==> src/design/tlg_pkg.sv <==
// ----------------------------------------------------------------------------
// tlg_pkg
// Field widths, codes and rule constants of the toroidal Life grid.
// ----------------------------------------------------------------------------
package tlg_pkg;

	localparam int unsigned ACTION_W    = 2;
	localparam int unsigned COORD_W     = 6;
	localparam int unsigned DIM_REG_W   = 7;
	localparam int unsigned COUNT_W     = 4;
	localparam int unsigned CFG_INDEX_W = 1;
	localparam int unsigned MAX_DIM_DEF = 64;

	localparam logic [DIM_REG_W-1:0] DIM_RESET = 7'd50;

	// Life rule: birth on three neighbors, survival on two (or three).
	localparam logic [COUNT_W-1:0] BIRTH_COUNT   = 4'd3;
	localparam logic [COUNT_W-1:0] SURVIVE_COUNT = 4'd2;

	typedef enum logic [ACTION_W-1:0] {
		ACT_WRITE   = 2'd0,
		ACT_ADVANCE = 2'd1,
		ACT_READ    = 2'd2
	} action_t;

	localparam logic [CFG_INDEX_W-1:0] CFG_WIDTH  = 1'b0;
	localparam logic [CFG_INDEX_W-1:0] CFG_HEIGHT = 1'b1;

endpackage

==> src/design/tlg_row_calc.sv <==
// ----------------------------------------------------------------------------
// tlg_row_calc
// Computes the neighbor counts and next alive bits of one grid row.
// ----------------------------------------------------------------------------
module tlg_row_calc #(
	parameter int unsigned MAX_DIM = tlg_pkg::MAX_DIM_DEF
) (
	input  logic [$clog2(MAX_DIM+1)-1:0]          act_width,
	input  logic [MAX_DIM-1:0]                    prev_row,
	input  logic [MAX_DIM-1:0]                    cur_row,
	input  logic [MAX_DIM-1:0]                    next_row,
	input  logic [tlg_pkg::COUNT_W*MAX_DIM-1:0]   old_count,
	output logic [MAX_DIM-1:0]                    new_alive,
	output logic [tlg_pkg::COUNT_W*MAX_DIM-1:0]   new_count
);
	import tlg_pkg::*;

	localparam int unsigned DW = $clog2(MAX_DIM+1);
	localparam int unsigned RW = $clog2(MAX_DIM);

	logic [RW-1:0] last_col;
	logic          prev_wrap;
	logic          cur_wrap;
	logic          next_wrap;

	// The left neighbor of column zero is the last active column.
	assign last_col  = RW'(act_width - DW'(1));
	assign prev_wrap = prev_row[last_col];
	assign cur_wrap  = cur_row[last_col];
	assign next_wrap = next_row[last_col];

	for (genvar c = 0; c < MAX_DIM; c++) begin : g_lane
		logic               pl, pr, cl, cr, nl, nr;
		logic               active;
		logic [COUNT_W-1:0] total;

		if (c == 0) begin : g_left_wrap
			assign pl = prev_wrap;
			assign cl = cur_wrap;
			assign nl = next_wrap;
		end else begin : g_left
			assign pl = prev_row[c-1];
			assign cl = cur_row[c-1];
			assign nl = next_row[c-1];
		end

		if (c == MAX_DIM - 1) begin : g_right_wrap
			assign pr = prev_row[0];
			assign cr = cur_row[0];
			assign nr = next_row[0];
		end else begin : g_right
			assign pr = (DW'(c + 1) == act_width) ? prev_row[0] : prev_row[c+1];
			assign cr = (DW'(c + 1) == act_width) ? cur_row[0] : cur_row[c+1];
			assign nr = (DW'(c + 1) == act_width) ? next_row[0] : next_row[c+1];
		end

		assign active = DW'(c) < act_width;
		assign total  = COUNT_W'(pl) + COUNT_W'(prev_row[c]) + COUNT_W'(pr)
			+ COUNT_W'(cl) + COUNT_W'(cr)
			+ COUNT_W'(nl) + COUNT_W'(next_row[c]) + COUNT_W'(nr);

		// Columns beyond the active width keep their old contents.
		assign new_alive[c] = active
			? ((total == BIRTH_COUNT) || ((total == SURVIVE_COUNT) && cur_row[c]))
			: cur_row[c];
		assign new_count[c*COUNT_W +: COUNT_W] = active
			? total : old_count[c*COUNT_W +: COUNT_W];
	end

endmodule

==> config.mk <==
export PLATFORM = sky130hd
export DESIGN_NAME = tlg_row_calc
export DESIGN_NICKNAME = d
export VERILOG_FILES = /design/src/design/tlg_pkg.sv /design/src/design/tlg_row_calc.sv
export SDC_FILE = /design/constraint.sdc
export NUM_CORES = 1
export LEC_CHECK = 0
export ABC_AREA = 1
export BUFFER_PORTS_ARGS = -buffer_cell sky130_fd_sc_hd__buf_2
export CAP_MARGIN = 40
export CORE_AREA = 2 2 303 305
export DETAILED_ROUTE_END_ITERATION = 8
export DIE_AREA = 0 0 305 307
export SLEW_MARGIN = 20
export SYNTH_ARGS = -nofsm -noshare
export SYNTH_HDL_FRONTEND = slang
export SYNTH_SLANG_ARGS = --single-unit
==> constraint.sdc <==
create_clock -name vclk -period 7.8
set_input_delay 0.78 -clock vclk [all_inputs]
set_output_delay 0.78 -clock vclk [all_outputs]
set_load 0.03 [all_outputs]
# Word level (Yosys, flattened, before mapping)
# Cells that the tools add are included.
dict set report totals {
  reg_bits 0
  latch_bits 0
  ramBits 0
  romBits 0
  input_bits 455
  elab_cells 1156
  n_memories 0
}
dict set report op_classes {
  add_sub_neg 449
  multipliers 0
  n_div 0
  magnitude_cmp 65
  n_eq_ne 191
  shifts 0
  muxes 323
  bitwise_logic 0
  reduce_logical 128
}
# op n
set op_table {}
lappend op_table {{$add 4x1->4} 256}
lappend op_table {{$eq 4x2->1 const B} 128}
lappend op_table {{$add 3x1->4} 64}
lappend op_table {{$mux 1} 256}
lappend op_table {{$mux 4} 64}
lappend op_table {{$eq 6x7->1 const A} 32}
lappend op_table {{$lt 6x7->1 const A} 32}
lappend op_table {{$add 2x1->3} 64}
lappend op_table {{$add 1x1->2} 64}
lappend op_table {{$eq 5x7->1 const A} 16}
lappend op_table {{$lt 5x7->1 const A} 16}
lappend op_table {{$logic_and 1x1->1} 64}
lappend op_table {{$logic_or 1x1->1} 64}
lappend op_table {{$eq 4x7->1 const A} 8}
lappend op_table {{$lt 4x7->1 const A} 8}
lappend op_table {{$eq 3x7->1 const A} 4}
lappend op_table {{$lt 3x7->1 const A} 4}
lappend op_table {{$bmux 1 s6} 3}
lappend op_table {{$eq 2x7->1 const A} 2}
lappend op_table {{$lt 1x7->1 const A} 2}
lappend op_table {{$lt 2x7->1 const A} 2}
lappend op_table {{$eq 1x7->1 const A} 1}
lappend op_table {{$lt 6x7->1 const B} 1}
lappend op_table {{$sub 6x1->6 const B} 1}

# Depth between registers and ports, before layout
dict set report logic_depth {
  ltp_word 14
  mapped_depth 25
  mapped_depth_nobuf 21
}

# Worst setup path before layout
# Ideal clock, no wire load.
dict set report synth_timing {
  kind {input-to-output}
  startpoint {input act_width[0]}
  endpoint {output new_count[2] (netlist name)}
  arrival_time_ps 5712
  required_ps 7020
  path_slack_ps 1308
  cell_stages 23
  n_path_buf 5
  path_cell_list {buf_2 -> inv_2 -> buf_2 -> buf_2 -> ha_1 -> clkbuf_1 -> inv_2 -> clkbuf_1 -> nand3_1 -> nand3_1 -> nand3_1 -> nand3_1 -> nand3_1 -> nand2_1 -> fa_1 -> fa_1 -> fa_1 -> inv_1 -> ha_1 -> fa_1 -> xor2_1 -> inv_1 -> o21ai_0}
}
dict set report synth_via {
  elab_chain_len 11
  word_cells_on_any_way 20
}
# item line
set synth_lines {}
lappend synth_lines {{start: declaration} tlg_row_calc.sv:8} ;# input logic [$clog2(MAX_DIM+1)-1:0] act_width,
lappend synth_lines {{$sub 6x1->6} tlg_row_calc.sv:27} ;# assign last_col = RW'(act_width - DW'(1));
lappend synth_lines {{$bmux 1 s6} tlg_row_calc.sv:28} ;# assign prev_wrap = prev_row[last_col];
lappend synth_lines {{$mux 1 (implied by the code)} tlg_row_calc.sv:28}
lappend synth_lines {{$add 1x1->2} tlg_row_calc.sv:58} ;# assign total = COUNT_W'(pl) + COUNT_W'(prev_row[c]) + COUNT_W'(pr)
lappend synth_lines {{$add 2x1->3} tlg_row_calc.sv:58}
lappend synth_lines {{$add 3x1->4} tlg_row_calc.sv:59} ;# + COUNT_W'(cl) + COUNT_W'(cr)
lappend synth_lines {{$add 4x1->4} tlg_row_calc.sv:59}
lappend synth_lines {{$add 4x1->4 (3 in series)} tlg_row_calc.sv:60} ;# + COUNT_W'(nl) + COUNT_W'(next_row[c]) + COUNT_W'(nr);
lappend synth_lines {{$mux 4 *} tlg_row_calc.sv:67} ;# ? total : old_count[c*COUNT_W +: COUNT_W];
lappend synth_lines {{end: declaration} tlg_row_calc.sv:14} ;# output logic [tlg_pkg::COUNT_W*MAX_DIM-1:0] new_count
# Mark *: on every way between the ends. The rest lies on a longest branch, timed or not. The select of a mux whose other input is x is not followed.

# Final worst setup path
dict set report layout_timing {
  startpoint {input act_width[2]}
  endpoint {output new_count[2] (netlist name)}
}
# Same word-level chain as after synthesis.

==> run_results.csv <==
group,metric,value,unit
run_status,outcome,"finished, final reports clean",
synth,ys_types,43,
clock_tree,cts_hold_buffers,0,
setup_path,crit_path_start,"act_width[2]",
timing,finalCritPeriodShare,90.69,%
drt,routed_wl,108500,um
drt,drc,0,
timing,worst_pin_slew,0.8357,ns
setup_path,cp-start-kind,"primary input",
timing,fin_setup_tns,0,ns
global_routing,grtUsageTotal,22.35,%
setup_path,crit_fanout,12,
timing,maxSlewHeadroom,44.08,%
setup_path,endpoint_kind,"output port",
drt,ant_nets,0,
drt,via_per_inst,4.604,
finish,final_core_util,26.73,%
place,place_congestion,0.8743,
global_routing,grt_max_degree,124,
hold_path,hp-start,"old_count[246]",
floorplan,die-width,305,um
setup_path,cp_cell_sequence,"buf_2, inv_1, nand2_2, nor2_2, nand2_1, nand2_1, nand3_1, nand3_1, nand3_1, nand2_1, fa_1, fa_1, fa_1, inv_1, ha_1, fa_1, xor2_1, inv_1, o21ai_0, buf_2",
finish,finalNonFillerCells,4921,
pwr,power_density,189.2,nW/um^2
floorplan,design.portCount,775,
setup_path,required,7.02,ns
setup_path,cpPeakStageDelay,0.55,ns
finish,layout.nets,4627,
finish,nFillCells,10340,
global_routing,grt_pass1_wl,153100,um
pwr,switching_share,68.12,%
synth,synth.avg_cell_area,6.316,um^2
job,max-cap-violations,0,
place,numPortBuffers,775,
synth,syn_nets,3889,
clock_tree,cts_setup_buffers,0,
floorplan,start_util,20.77,%
setup_path,critical_path_class,"primary input to output port",
place,dp_hpwl,95140,um
finish,seq_cells,0,
drt,drt_iter0_markers,1328,
finish,nClkBuffers,0,
place,place_inst,4904,
timing,period_minus_slack,7.074,ns
pwr,combPwrFrac,100.0,%
synth,ys_seq_area_share,0,%
setup_path,worstPathArrival,6.29,ns
pwr,intPower,1.462,mW
timing,fmax,141.4,MHz
drt,wl_per_cell,22.05,um
pwr,ir_drop,0.1429,mV
drt,drt-pass1-iter-count,5,
finish,area_growth,28.70,%
pwr,seqPwrFrac,0,%
synth,synth_area,18840,um^2
timing,grt_setup_unrepaired,"no",
timing,setup_viol,0,
global_routing,grt_overflow_total,0,
setup_path,cp_slowest_cell,"nand2_1",
floorplan,coreArea,90690,um^2
floorplan,dieArea,93640,um^2
pwr,switching_power,3.123,mW
global_routing,antenna_found_initial,41,
setup_path,crit_top_cell,"fa_1",
global_routing,grt_pass1_vias,22820,
synth,syn_inst,2982,
timing,final-hold-violation-count,0,
hold_path,min_path_type,"primary input to output port",
finish,seqCellArea,0,um^2
floorplan,fp-row-count,111,
timing,drv_slew,0,
pwr,clockPowerShare,0,%
clock_tree,cts.repair.resized,0,
synth,yosysWarnings,0,
finish,layout-drive-gt1-share,24.53,%
pwr,leakage,13.95,nW
drt,vias,22660,
floorplan,die_y,307,um
[synthesized netlist by cell type (3+ instances only)]
master | instances | area share (%)
buf_1 | 9 | 0.18
o21ai_2 | 8 | 0.37
nand3b_1 | 9 | 0.36
nor2_1 | 70 | 1.4
inv_1 | 430 | 8.6
clkbuf_1 | 41 | 0.82
xnor2_1 | 3 | 0.14
nor2_2 | 10 | 0.33
nor2_4 | 10 | 0.60
xor2_1 | 63 | 2.9
nand3_1 | 205 | 5.4
mux2_2 | 4 | 0.24
o21ai_0 | 287 | 7.6
a31oi_1 | 27 | 0.90
nor3_1 | 8 | 0.21
o22ai_1 | 6 | 0.20
buf_2 | 16 | 0.43
clkinv_1 | 3 | 0.060
a21oi_1 | 83 | 2.2
ha_1 | 196 | 13
fa_1 | 256 | 27
o211ai_1 | 11 | 0.44
nand2_1 | 1081 | 22
inv_2 | 43 | 0.86
a21oi_2 | 18 | 0.84
o2111ai_1 | 4 | 0.19
nor3b_1 | 7 | 0.28
nand2_2 | 4 | 0.13
o21ai_1 | 36 | 0.96
o31ai_1 | 18 | 0.72
[metrics by stage]
stage | power [mW] | hold slack, ns | instance area, um^2 | setup slack (ns)
after floorplan | 3.123 | 1.763 | 18840 | 1.308
after global placement | 4.556 | 1.900 | 24080 | 0.8220
after detailed placement | 4.606 | 1.901 | 24200 | 0.8047
after CTS | 4.630 | 1.902 | 24200 | 0.7903
after global routing | 5.070 | 1.920 | 24230 | 0.5312
final | 4.585 | 1.899 | 24240 | 0.7263
[layout make-up]
class	count	area [um^2]	area share, %
timing repair buffer	805	4153	17.13
multi-input combinational	2437	16770	69.19
tap	1186	1484	6.122
antenna	17	42.54	0.1755
inverter	476	1789	7.381
[power by group through the flow]
stage	registers [mW]	logic [mW]	clock network [mW]
final	0	4.59	0.000000240
after global routing	0	5.07	0.000000206
after CTS	0	4.63	0
after detailed placement	0	4.61	0
after global placement	0	4.56	0
after floorplan	0	3.12	0
[logic make-up (layout without fill, tap and decap cells)]
kind of cell	Yosys count	after routing	share of synthesized area, %
and+or+nand+nor	1408	1408	30.56
buffers and inverters	545	1281	11.05
AOI/OAI and AO/OA	506	506	14.79
adders and majority gates	452	452	40.23
xor gates and xnor gates	66	66	3.069
muxes	5	5	0.2989
other	0	17	0
[placed cells by master, fill, tap and decap left out, drive strengths merged, types with 3 or more instances in the layout]
cell	netlist	layout
nor3b	7	7
o31ai	18	18
o211ai	11	11
xor2	63	63
a31oi	27	27
o21ai	331	331
nor2	91	91
o2111ai	4	4
buf	28	805
nand3b	9	9
fa	256	256
mux2	5	5
diode	0	17
nor3	8	8
o22ai	6	6
a21oi	101	101
nand3	205	205
xnor2	3	3
ha	196	196
inv	473	474
nand2	1086	1086
[routing by layer]
metal / track usage, % / wire length (um)
met4: 5.434 / 2968
met1: 27.57 / 45180
met5: 0 / 228
met2: 40.21 / 53740
met3: 3.756 / 6404
[critical path, delay by kind of cell]
family / cells / cell delay [ns]
adders and majority gates: 5 / 2.10
and+or+nand+nor: 8 / 2.14
buffers and inverters: 5 / 0.81
xor gates and xnor gates: 1 / 0.15
AOI/OAI and AO/OA: 1 / 0.28
[path summary, 6_finish.rpt]
check                            end  slack (ns)  depth (start not counted)
worst max-delay path    new_count[2]        0.73                         20
worst min-delay path  new_count[246]        1.90                          4
No activity file was read; power rests on OpenSTA's default activity.
